--- src/rtl/color_range_threshold_hsl_core_macros.svh ---
// Assertion macros used by the color threshold divider pipeline.
`ifndef COLOR_RANGE_THRESHOLD_HSL_CORE_MACROS_SVH
`define COLOR_RANGE_THRESHOLD_HSL_CORE_MACROS_SVH

// Same-cycle implication, disabled in reset.
`define CRT_ASSERT_IMPL(label, clk, rst, ante, cons) \
  label: assert property (@(posedge clk) disable iff (rst) (ante) |-> (cons)) \
    else $error("crt check failed: same-cycle implication");

// Next-cycle implication, disabled in reset.
`define CRT_ASSERT_NEXT(label, clk, rst, ante, cons) \
  label: assert property (@(posedge clk) disable iff (rst) (ante) |=> (cons)) \
    else $error("crt check failed: next-cycle implication");

`endif

--- src/rtl/crt_pkg.sv ---
// Types, constants and the divider step shared by the color threshold pipeline.
`timescale 1ns / 1ps
`default_nettype none
package crt_pkg;

  localparam int CFG_IDX_W = 3;
  localparam int REM_W     = 19;   // 255 * 5c for c up to 255
  localparam int DEN_W     = 11;   // 6c for c up to 255
  localparam int QUOT_W    = 8;
  localparam int BITS_PER_STAGE = 2;
  localparam int DIV_STAGES = QUOT_W / BITS_PER_STAGE;

  localparam logic [CFG_IDX_W-1:0] CFG_COLOR_MODE  = 3'd0;
  localparam logic [CFG_IDX_W-1:0] CFG_FIRST_LOW   = 3'd1;
  localparam logic [CFG_IDX_W-1:0] CFG_FIRST_HIGH  = 3'd2;
  localparam logic [CFG_IDX_W-1:0] CFG_SECOND_LOW  = 3'd3;
  localparam logic [CFG_IDX_W-1:0] CFG_SECOND_HIGH = 3'd4;
  localparam logic [CFG_IDX_W-1:0] CFG_THIRD_LOW   = 3'd5;
  localparam logic [CFG_IDX_W-1:0] CFG_THIRD_HIGH  = 3'd6;

  typedef struct packed {
    logic [REM_W-1:0]  rem;
    logic [DEN_W-1:0]  den;
    logic [QUOT_W-1:0] quot;
  } crt_lane_t;

  typedef struct packed {
    logic [7:0] red;
    logic [7:0] green;
    logic [7:0] blue;
    logic [7:0] light;
    logic       czero;   // max == min: hue and saturation forced to zero
    logic       neg;     // red sector with green below blue
    crt_lane_t  sat;
    crt_lane_t  hue;
  } crt_item_t;

  typedef struct packed {
    logic       color_mode;
    logic [7:0] first_low;
    logic [7:0] first_high;
    logic [7:0] second_low;
    logic [7:0] second_high;
    logic [7:0] third_low;
    logic [7:0] third_high;
  } crt_cfg_t;

  // Restoring division, quotient bits hi_bit down to hi_bit-1.
  function automatic crt_lane_t div_steps(crt_lane_t lane, logic [2:0] hi_bit);
    crt_lane_t        res;
    logic [REM_W-1:0] trial;
    logic [2:0]       pos;
    res = lane;
    for (int k = 0; k < BITS_PER_STAGE; k++) begin
      pos   = hi_bit - 3'(k);
      trial = REM_W'(res.den) << pos;
      if (res.rem >= trial) begin
        res.rem       = res.rem - trial;
        res.quot[pos] = 1'b1;
      end
    end
    return res;
  endfunction

endpackage
`default_nettype wire

--- src/rtl/crt_front.sv ---
// First stage: max/min, lightness and the two division operands.
`timescale 1ns / 1ps
`default_nettype none
module crt_front
  import crt_pkg::*;
(
  input  wire logic       clk,
  input  wire logic       rst,
  input  wire logic       pix_valid,
  output logic            pix_stall,
  input  wire logic [7:0] red,
  input  wire logic [7:0] green,
  input  wire logic [7:0] blue,
  output logic            item_valid,
  input  wire logic       item_stall,
  output crt_item_t       item
);

  logic [7:0]  mx, mn, c;
  logic [8:0]  sum;
  logic [7:0]  sat_den;
  logic [10:0] y;
  logic        neg;
  logic        adv;
  crt_item_t   item_next;

  always_comb begin
    mx = red;
    if (green > mx) mx = green;
    if (blue > mx) mx = blue;
    mn = red;
    if (green < mn) mn = green;
    if (blue < mn) mn = blue;
    c   = mx - mn;
    sum = {1'b0, mx} + {1'b0, mn};
    sat_den = (sum < 9'd255) ? sum[7:0] : 8'(9'd510 - sum);
    neg = 1'b0;
    if (red >= green && red >= blue) begin
      neg = green < blue;
      y   = neg ? 11'(blue - green) : 11'(green - blue);
    end else if (green >= blue) begin
      y = 11'({c, 1'b0}) + 11'(blue) - 11'(red);
    end else begin
      y = 11'({c, 2'b00}) + 11'(red) - 11'(green);
    end
    item_next.red      = red;
    item_next.green    = green;
    item_next.blue     = blue;
    item_next.light    = sum[8:1];
    item_next.czero    = (c == 8'd0);
    item_next.neg      = neg;
    item_next.sat.rem  = REM_W'({c, 8'h00}) - REM_W'(c);      // 255 * c
    item_next.sat.den  = DEN_W'(sat_den);
    item_next.sat.quot = '0;
    item_next.hue.rem  = REM_W'({y, 8'h00}) - REM_W'(y);      // 255 * y
    item_next.hue.den  = DEN_W'({c, 2'b00}) + DEN_W'({c, 1'b0});  // 6c
    item_next.hue.quot = '0;
  end

  assign adv       = !item_valid || !item_stall;
  assign pix_stall = !adv;

  always_ff @(posedge clk) begin
    if (rst) begin
      item_valid <= 1'b0;
    end else if (adv) begin
      item_valid <= pix_valid;
    end
    if (adv && pix_valid) begin
      item <= item_next;
    end
  end

endmodule
`default_nettype wire

--- src/rtl/crt_div_pipe.sv ---
// Four-stage restoring divider pair: saturation and hue quotients, two bits a stage.
`timescale 1ns / 1ps
`default_nettype none
`include "color_range_threshold_hsl_core_macros.svh"
module crt_div_pipe
  import crt_pkg::*;
(
  input  wire logic      clk,
  input  wire logic      rst,
  input  wire logic      in_valid,
  output logic           in_stall,
  input  wire crt_item_t in_item,
  output logic           out_valid,
  input  wire logic      out_stall,
  output crt_item_t      out_item
);

  logic [DIV_STAGES-1:0] v;
  logic [DIV_STAGES-1:0] adv;
  crt_item_t             stage [DIV_STAGES];

  genvar k;
  generate
    for (k = 0; k < DIV_STAGES; k++) begin : g_stage
      crt_item_t src;
      crt_item_t nxt;
      logic      src_valid;

      if (k == 0) begin : g_head
        assign src       = in_item;
        assign src_valid = in_valid;
      end else begin : g_body
        assign src       = stage[k-1];
        assign src_valid = v[k-1];
      end

      if (k == DIV_STAGES - 1) begin : g_tail
        assign adv[k] = !v[k] || !out_stall;
      end else begin : g_mid
        assign adv[k] = !v[k] || adv[k+1];
      end

      always_comb begin
        nxt     = src;
        nxt.sat = div_steps(src.sat, 3'(QUOT_W - 1 - BITS_PER_STAGE * k));
        nxt.hue = div_steps(src.hue, 3'(QUOT_W - 1 - BITS_PER_STAGE * k));
      end

      always_ff @(posedge clk) begin
        if (rst) begin
          v[k] <= 1'b0;
        end else if (adv[k]) begin
          v[k] <= src_valid;
        end
        if (adv[k] && src_valid) begin
          stage[k] <= nxt;
        end
      end
    end
  endgenerate

  assign in_stall  = !adv[0];
  assign out_valid = v[DIV_STAGES-1];
  assign out_item  = stage[DIV_STAGES-1];

  // Finished quotients leave a remainder below the divisor.
  `CRT_ASSERT_IMPL(a_hue_rem, clk, rst, out_valid && out_item.hue.den != '0, out_item.hue.rem < REM_W'(out_item.hue.den))
  `CRT_ASSERT_IMPL(a_sat_rem, clk, rst, out_valid && out_item.sat.den != '0, out_item.sat.rem < REM_W'(out_item.sat.den))
  // An empty first stage always takes a transfer.
  `CRT_ASSERT_IMPL(a_head_free, clk, rst, !v[0], !in_stall)
  // A held result keeps its quotients.
  `CRT_ASSERT_NEXT(a_tail_hold, clk, rst, out_valid && out_stall, out_valid && $stable(out_item.hue.quot) && $stable(out_item.sat.quot))

endmodule
`default_nettype wire

--- src/rtl/crt_back.sv ---
// Last stage: hue wrap, mode select, range checks and the output register.
`timescale 1ns / 1ps
`default_nettype none
module crt_back
  import crt_pkg::*;
(
  input  wire logic      clk,
  input  wire logic      rst,
  input  wire crt_cfg_t  cfg,
  input  wire logic      in_valid,
  output logic           in_stall,
  input  wire crt_item_t in_item,
  output logic           mask_valid,
  input  wire logic      mask_stall,
  output logic           pixel_white
);

  logic [7:0] hue, sat;
  logic [7:0] a, m, z;
  logic       ok;
  logic       adv;

  always_comb begin
    if (in_item.czero) begin
      hue = 8'd0;
    end else if (in_item.neg && in_item.hue.quot != 8'd0) begin
      hue = 8'd255 - in_item.hue.quot;   // negative red-sector hue wraps
    end else begin
      hue = in_item.hue.quot;
    end
    sat = in_item.czero ? 8'd0 : in_item.sat.quot;
    if (cfg.color_mode) begin
      a = hue;
      m = sat;
      z = in_item.light;
    end else begin
      a = in_item.red;
      m = in_item.green;
      z = in_item.blue;
    end
    ok = (a >= cfg.first_low)  && (a <= cfg.first_high) &&
         (m >= cfg.second_low) && (m <= cfg.second_high) &&
         (z >= cfg.third_low)  && (z <= cfg.third_high);
  end

  assign adv      = !mask_valid || !mask_stall;
  assign in_stall = !adv;

  always_ff @(posedge clk) begin
    if (rst) begin
      mask_valid <= 1'b0;
    end else if (adv) begin
      mask_valid <= in_valid;
    end
    if (adv && in_valid) begin
      pixel_white <= ok;
    end
  end

endmodule
`default_nettype wire

--- src/rtl/color_range_threshold_hsl_core.sv ---
// Top level: configuration registers and the six-stage threshold pipeline.
`timescale 1ns / 1ps
`default_nettype none
// Color range threshold: takes one 8-bit RGB pixel per clock while pix_stall is
// low and returns a one-bit mask, 1 when all three channels (raw RGB, or
// hue/saturation/lightness when color_mode is 1) lie inside their inclusive
// low..high ranges. Each pixel passes one stage for max/min and operands, four
// stages for the two restoring dividers (hue and saturation, two quotient bits per
// stage) and one stage for the range checks before its mask is valid. A stall on
// the mask side fills the pipeline stage by stage before pix_stall rises.
// Configuration writes are always accepted (cfg_ready is always high) and must be
// made while no pixel is in flight.
module color_range_threshold_hsl_core
  import crt_pkg::*;
(
  input  wire logic                 clk,
  input  wire logic                 rst,
  input  wire logic                 pix_valid,
  output logic                      pix_stall,
  input  wire logic [7:0]           red,
  input  wire logic [7:0]           green,
  input  wire logic [7:0]           blue,
  output logic                      mask_valid,
  input  wire logic                 mask_stall,
  output logic                      pixel_white,
  input  wire logic                 cfg_valid,
  output logic                      cfg_ready,
  input  wire logic [CFG_IDX_W-1:0] cfg_index,
  input  wire logic [7:0]           cfg_data
);

  crt_cfg_t  cfg;
  crt_item_t front_item, div_item;
  logic      front_valid, front_stall;
  logic      div_valid, div_stall;

  assign cfg_ready = 1'b1;

  always_ff @(posedge clk) begin
    if (rst) begin
      cfg.color_mode  <= 1'b1;
      cfg.first_low   <= 8'd0;
      cfg.first_high  <= 8'd255;
      cfg.second_low  <= 8'd0;
      cfg.second_high <= 8'd255;
      cfg.third_low   <= 8'd0;
      cfg.third_high  <= 8'd255;
    end else if (cfg_valid && cfg_ready) begin
      unique case (cfg_index)
        CFG_COLOR_MODE:  cfg.color_mode  <= cfg_data[0];
        CFG_FIRST_LOW:   cfg.first_low   <= cfg_data;
        CFG_FIRST_HIGH:  cfg.first_high  <= cfg_data;
        CFG_SECOND_LOW:  cfg.second_low  <= cfg_data;
        CFG_SECOND_HIGH: cfg.second_high <= cfg_data;
        CFG_THIRD_LOW:   cfg.third_low   <= cfg_data;
        CFG_THIRD_HIGH:  cfg.third_high  <= cfg_data;
        default: ;  // unmapped index: write dropped
      endcase
    end
  end

  crt_front u_front (
    .clk        (clk),
    .rst        (rst),
    .pix_valid  (pix_valid),
    .pix_stall  (pix_stall),
    .red        (red),
    .green      (green),
    .blue       (blue),
    .item_valid (front_valid),
    .item_stall (front_stall),
    .item       (front_item)
  );

  crt_div_pipe u_div (
    .clk       (clk),
    .rst       (rst),
    .in_valid  (front_valid),
    .in_stall  (front_stall),
    .in_item   (front_item),
    .out_valid (div_valid),
    .out_stall (div_stall),
    .out_item  (div_item)
  );

  crt_back u_back (
    .clk         (clk),
    .rst         (rst),
    .cfg         (cfg),
    .in_valid    (div_valid),
    .in_stall    (div_stall),
    .in_item     (div_item),
    .mask_valid  (mask_valid),
    .mask_stall  (mask_stall),
    .pixel_white (pixel_white)
  );

endmodule
`default_nettype wire

--- config.mk ---
export PLATFORM = sky130hd
export DESIGN_NAME = color_range_threshold_hsl_core
export DESIGN_NICKNAME = d
export VERILOG_FILES = /design/src/rtl/crt_pkg.sv /design/src/rtl/crt_front.sv /design/src/rtl/crt_div_pipe.sv /design/src/rtl/crt_back.sv /design/src/rtl/color_range_threshold_hsl_core.sv
export VERILOG_INCLUDE_DIRS = /design/src /design/src/rtl
export SDC_FILE = /design/constraint.sdc
export NUM_CORES = 1
export LEC_CHECK = 0
export CAP_MARGIN = 20
export CELL_PAD_IN_SITES_DETAIL_PLACEMENT = 0
export CELL_PAD_IN_SITES_GLOBAL_PLACEMENT = 2
export CORE_MARGIN = 8
export CORE_UTILIZATION = 45
export CTS_CLUSTER_DIAMETER = 60
export DETAILED_ROUTE_END_ITERATION = 8
export DONT_BUFFER_PORTS = 1
export GPL_ROUTABILITY_DRIVEN = 0
export HOLD_SLACK_MARGIN = 0.12
export PLACE_DENSITY_LB_ADDON = 0.1
export SLEW_MARGIN = 20
export SYNTH_ARGS = -nofsm -noshare
export SYNTH_HDL_FRONTEND = slang
export SYNTH_HIERARCHICAL = 1
export SYNTH_SLANG_ARGS = --single-unit
--- constraint.sdc ---
create_clock -name clk -period 13.1 [get_ports clk]
set_clock_uncertainty 0.15 [all_clocks]
set_input_delay 1.965 -clock clk [delete_from_list [all_inputs] [get_ports clk]]
set_output_delay 1.965 -clock clk [all_outputs]
set_load 0.01 [all_outputs]
==> impl_metrics.tcl, run 1 <==
set metrics [dict create \
    cts-htree-levels 2 \
    seqCellArea_um2 15100 \
    hp-class "register to register" \
    hpwl_mm 63.2 \
    routedWlPerCell_um 19.2 \
    fillers 6667 \
    setup_violations 0 \
    port_buffers 0 \
    post-cts-setup-buffers 0 \
    tritoncts "done" \
    cp.required_ns 13.33 \
    core_um2 74600 \
    hold_viol 0 \
    initial_core_util_pct 45.5 \
    clk_latency_ns 0.66 \
    row_count 100 \
    critPathLaunch "green[3]" \
    drv_cap 0 \
    synthToLayoutAreaGrowth_pct 8.87 \
    path_common_cell "ha_1" \
    r2r-start "u_div/stage[0][62]" \
    power_density_nw_per_um2 272 \
    layout-drive-gt1-share_pct 7.78 \
    end_kind "register" \
    status "completed" \
    postCtsResizedCells 0 \
    slowest_stage "xor2_1" \
    final_cell_mix "466 x edfxtp_1, 326 x ha_1, 292 x inv_1, 197 x nor2_1, 185 x o21ai_0" \
    routed_wirelength_mm 80.3 \
    die-height_um 291 \
    worstSetupStartpointType "input pin" \
    ir_drop_uv 434 \
    root_buffer "clkbuf_16" \
    crit_type "input pin to register" \
    vias_per_cell 5.50 \
    max_freq_mhz 92.7 \
    postSynthCellCount 3152 \
    syn_avg_cell_area_um2 10.8 \
    clock_path_buffers 3 \
    drt_iter0_drc 1262 \
    antenna_found_initial 0 \
    grtUsageTotal_pct 18.6 \
    cp_max_fo 15 \
    slew-limit-headroom_pct 27.9 \
    final_max_slew_viol_count 0 \
    grt_start_max_net_pins 78 \
    grt_pass1_vias 23300 \
    diodes 0 \
    worstHoldStart "u_div/stage[0][44]" \
    multi_input_area_um2 17400 \
    dr.pass1.iters 5 \
    fin_setup_tns_ns 0 \
    postRouteAntennaNets 0 \
    dieArea_um2 84500 \
    cts.sinks 521 \
    p_total_mw 10.1 \
    die_w_um 291 \
    synth_warnings 6 \
    postCtsHoldBufs 0 \
    num_vias 23000 \
    p_leak_nw 14.6 \
    finalCriticalPeriod_ns 10.79 \
    drc 0 \
    grt_pass1_wl_mm 128 \
    io_pins 44 \
    worst_path_largest_cell_delay_ns 0.71 \
    worst_pin_slew_ns 1.08 \
    cts.reportedPaths.clkPinSlew_ns 0.06 \
    layout.cells.most_common "edfxtp_1" \
    fin_nets 3565 \
    syn_area_um2 34000 \
    rsz0062_at_grt "false" \
    fin_crit_sh_pct 82.4 \
    arrival_ns 11.02 \
    cts_buffers 60 \
    grt-ovfl-total 0 \
]
## critical path, delay by kind of cell
kind,cells,cell delay (ns)
AO/OA/AOI/OAI,13,2.81
adder cells (fa/ha/maj),7,2.45
AND/OR/NAND/NOR,7,1.74
XOR/XNOR,3,1.03
multiplexers,2,0.67
buffers and inverters,3,0.32
## flip-flops by register name, summed over array words and instances (netlist names)
register,count
cfg,49
u_back/mask_valid,1
u_front/item,85
u_div/out_valid,1
u_front/item_valid,1
u_div/stage,380
u_div/g_stage.src_valid,3
u_back/pixel_white,1
## stage by stage
step	std cells	setup slack (ns)	hold slack (ns)	cell area [um^2]	utilization [%]
6_report	4184	2.31	0.203	37000	49.6
5_1_grt	4184	1.66	0.207	37000	49.6
4_1_cts	4184	2.43	0.193	37000	49.6
3_5_place_dp	4071	1.80	0.255	34900	46.9
3_3_place_gp	4071	1.86	0.252	34900	46.9
2_1_floorplan	3172	1.86	0.250	34000	-
## worst paths after layout
| kind | to | slack (ns) | cells after the start |
|---|---|---|---|
| setup / recovery | u_front/item[33] | 2.31 | 35 |
| hold / removal | u_div/stage[1][44] | 0.20 | 0 |
| setup reg to reg | u_div/stage[1][68] | 5.99 | 20 |
| hold reg to reg | u_div/stage[1][44] | 0.20 | 0 |
## where the power goes
group	total (mW)	switching (mW)	internal, mW
logic	5.79	3.29	2.50
clock network	1.68	0.691	0.992
registers	2.58	0.187	2.40
total	10.1	4.17	5.89
## metal layers
metal	global-route usage (%)	routed length (um)
met5	0	0
met4	4.85	1870
met3	2.11	2290
met2	32.9	39200
met1	24.1	37000
## area by class of cell
type	count	area share, %
clock buffers	71	4.17
clock inverters	42	1.34
inverters	292	2.96
multi-input cells	2270	47.0
flip-flops and latches	521	40.8
well taps	969	3.28
repair buffers	19	0.386
No activity file was read; power rests on OpenSTA's default activity.
==> inputs of run 2 (changes only) <==
- clock period: 13.1 -> 10.1 ns (I/O delays scaled with it)
==> impl_metrics.tcl, run 2 (synthesis results as in run 1) <==
set metrics [dict create \
    seqCellArea_um2 15100 \
    root_buffer "clkbuf_16" \
    worstSetupStartpointType "input pin" \
    fin_nets 3589 \
    arrival_ns 9.55 \
    drt_iter0_drc 1360 \
    power_density_nw_per_um2 354 \
    finalCriticalPeriod_ns 9.36 \
    final_max_slew_viol_count 0 \
    status "completed" \
    grtUsageTotal_pct 18.7 \
    dp.cells 4088 \
    stdcell_count 4207 \
    port_buffers 0 \
    cts_buffers 67 \
    largestRegisters "u_div/stage: 380 flops, u_front/item: 85 flops, cfg: 49 flops" \
    dr.pass1.iters 7 \
    worst_pin_slew_ns 1.14 \
    cts.sinks 521 \
    layout.cells.most_common "edfxtp_1" \
    routed_wirelength_mm 80.5 \
    top_register "u_div/stage" \
    io_pins 44 \
    grt_pass1_wl_mm 128 \
    p_total_mw 13.2 \
    postRouteAntennaNets 0 \
    cp_max_fo 13 \
    grt-ovfl-total 0 \
    grt_start_max_net_pins 78 \
    drc 0 \
    tritoncts "done" \
    fillers 6675 \
    dieArea_um2 84500 \
    setup_violations 0 \
    grt_pass1_vias 23500 \
    core_um2 74600 \
    worst_path_largest_cell_delay_ns 0.47 \
    die_w_um 291 \
    ir_drop_uv 543 \
    postCtsHoldBufs 0 \
    row_count 100 \
    post-cts-setup-buffers 0 \
    crit_type "input pin to register" \
    multi_input_area_um2 17400 \
    clock_path_buffers 3 \
    synthToLayoutAreaGrowth_pct 9.59 \
    cts.reportedPaths.clkPinSlew_ns 0.06 \
    final_cell_mix "466 x edfxtp_1, 326 x ha_1, 292 x inv_1, 197 x nor2_1, 185 x o21ai_0" \
    slowest_stage "fa_1" \
    final.setup.worst_slack_ns 0.737 \
    vias_per_cell 5.50 \
    fin_crit_sh_pct 92.7 \
    p_leak_nw 14.8 \
    clk_latency_ns 0.60 \
    die-height_um 291 \
    cp.required_ns 10.29 \
    rsz0062_at_grt "false" \
    slew-limit-headroom_pct 22.4 \
    max_freq_mhz 107 \
    postCtsResizedCells 0 \
    antenna_found_initial 0 \
    cts-htree-levels 3 \
    num_vias 23100 \
    fin_setup_tns_ns 0 \
    initial_core_util_pct 45.5 \
    routedWlPerCell_um 19.1 \
    drv_cap 0 \
    holdWs_ns 0.259 \
    diodes 0 \
    hp-class "register to register" \
    hold_viol 0 \
    largest_register_ffs 380 \
    end_kind "register" \
    hpwl_mm 63.2 \
    dpl_worst_slack_ns 0.271 \
    layout-drive-gt1-share_pct 8.40 \
]
## run 2: final cells by class
type,count,area share (%)
well taps,969,3.26
multi-input cells,2270,46.7
clock buffers,82,4.77
flip-flops and latches,521,40.6
repair buffers,36,0.726
inverters,292,2.94
clock inverters,37,1.02
## run 2: routing by layer
layer / up-vias / GRT usage, % / share of wire, %
li1: 11600 / - / -
met1: 11000 / 24.0 / 46
met2: 374 / 32.6 / 48
met3: 129 / 2.15 / 2.8
met4: 0 / 6.34 / 2.8
met5: - / 0 / 0
## run 2: metrics by stage
stage / instance area (um^2) / util [%]
detailed placement: 35100 / 47.0
finish: 37200 / 49.9
floorplan: 34000 / -
global route: 37200 / 49.9
CTS: 37200 / 49.9
global placement: 35100 / 47.0
## run 2: worst paths after layout
kind	startpoint	endpoint	slack, ns	depth (start not counted)
max	red[0]	u_front/item[37]	0.74	38
min	u_div/stage[0][109]	u_div/stage[1][109]	0.26	0
max reg2reg	u_div/stage[0][62]	u_div/stage[1][68]	3.36	22
min reg2reg	u_div/stage[0][109]	u_div/stage[1][109]	0.26	0
## run 2: where the power goes
part / leakage (nW) / internal (mW) / total (mW) / switching [mW]
Sequential: 4.69 / 3.11 / 3.35 / 0.241
Combinational: 9.04 / 3.30 / 7.56 / 4.26
Clock: 1.03 / 1.34 / 2.28 / 0.941
Total: 14.8 / 7.74 / 13.2 / 5.45
## run 2: critical path: cells and delay by family
kind	cells	cell delay (ns)
AOI/OAI and AO/OA	13	2.66
xor gates and xnor gates	3	0.53
adders and majority gates	7	2.26
buffers and inverters	9	1.34
muxes	1	0.11
and+or+nand+nor	5	1.16
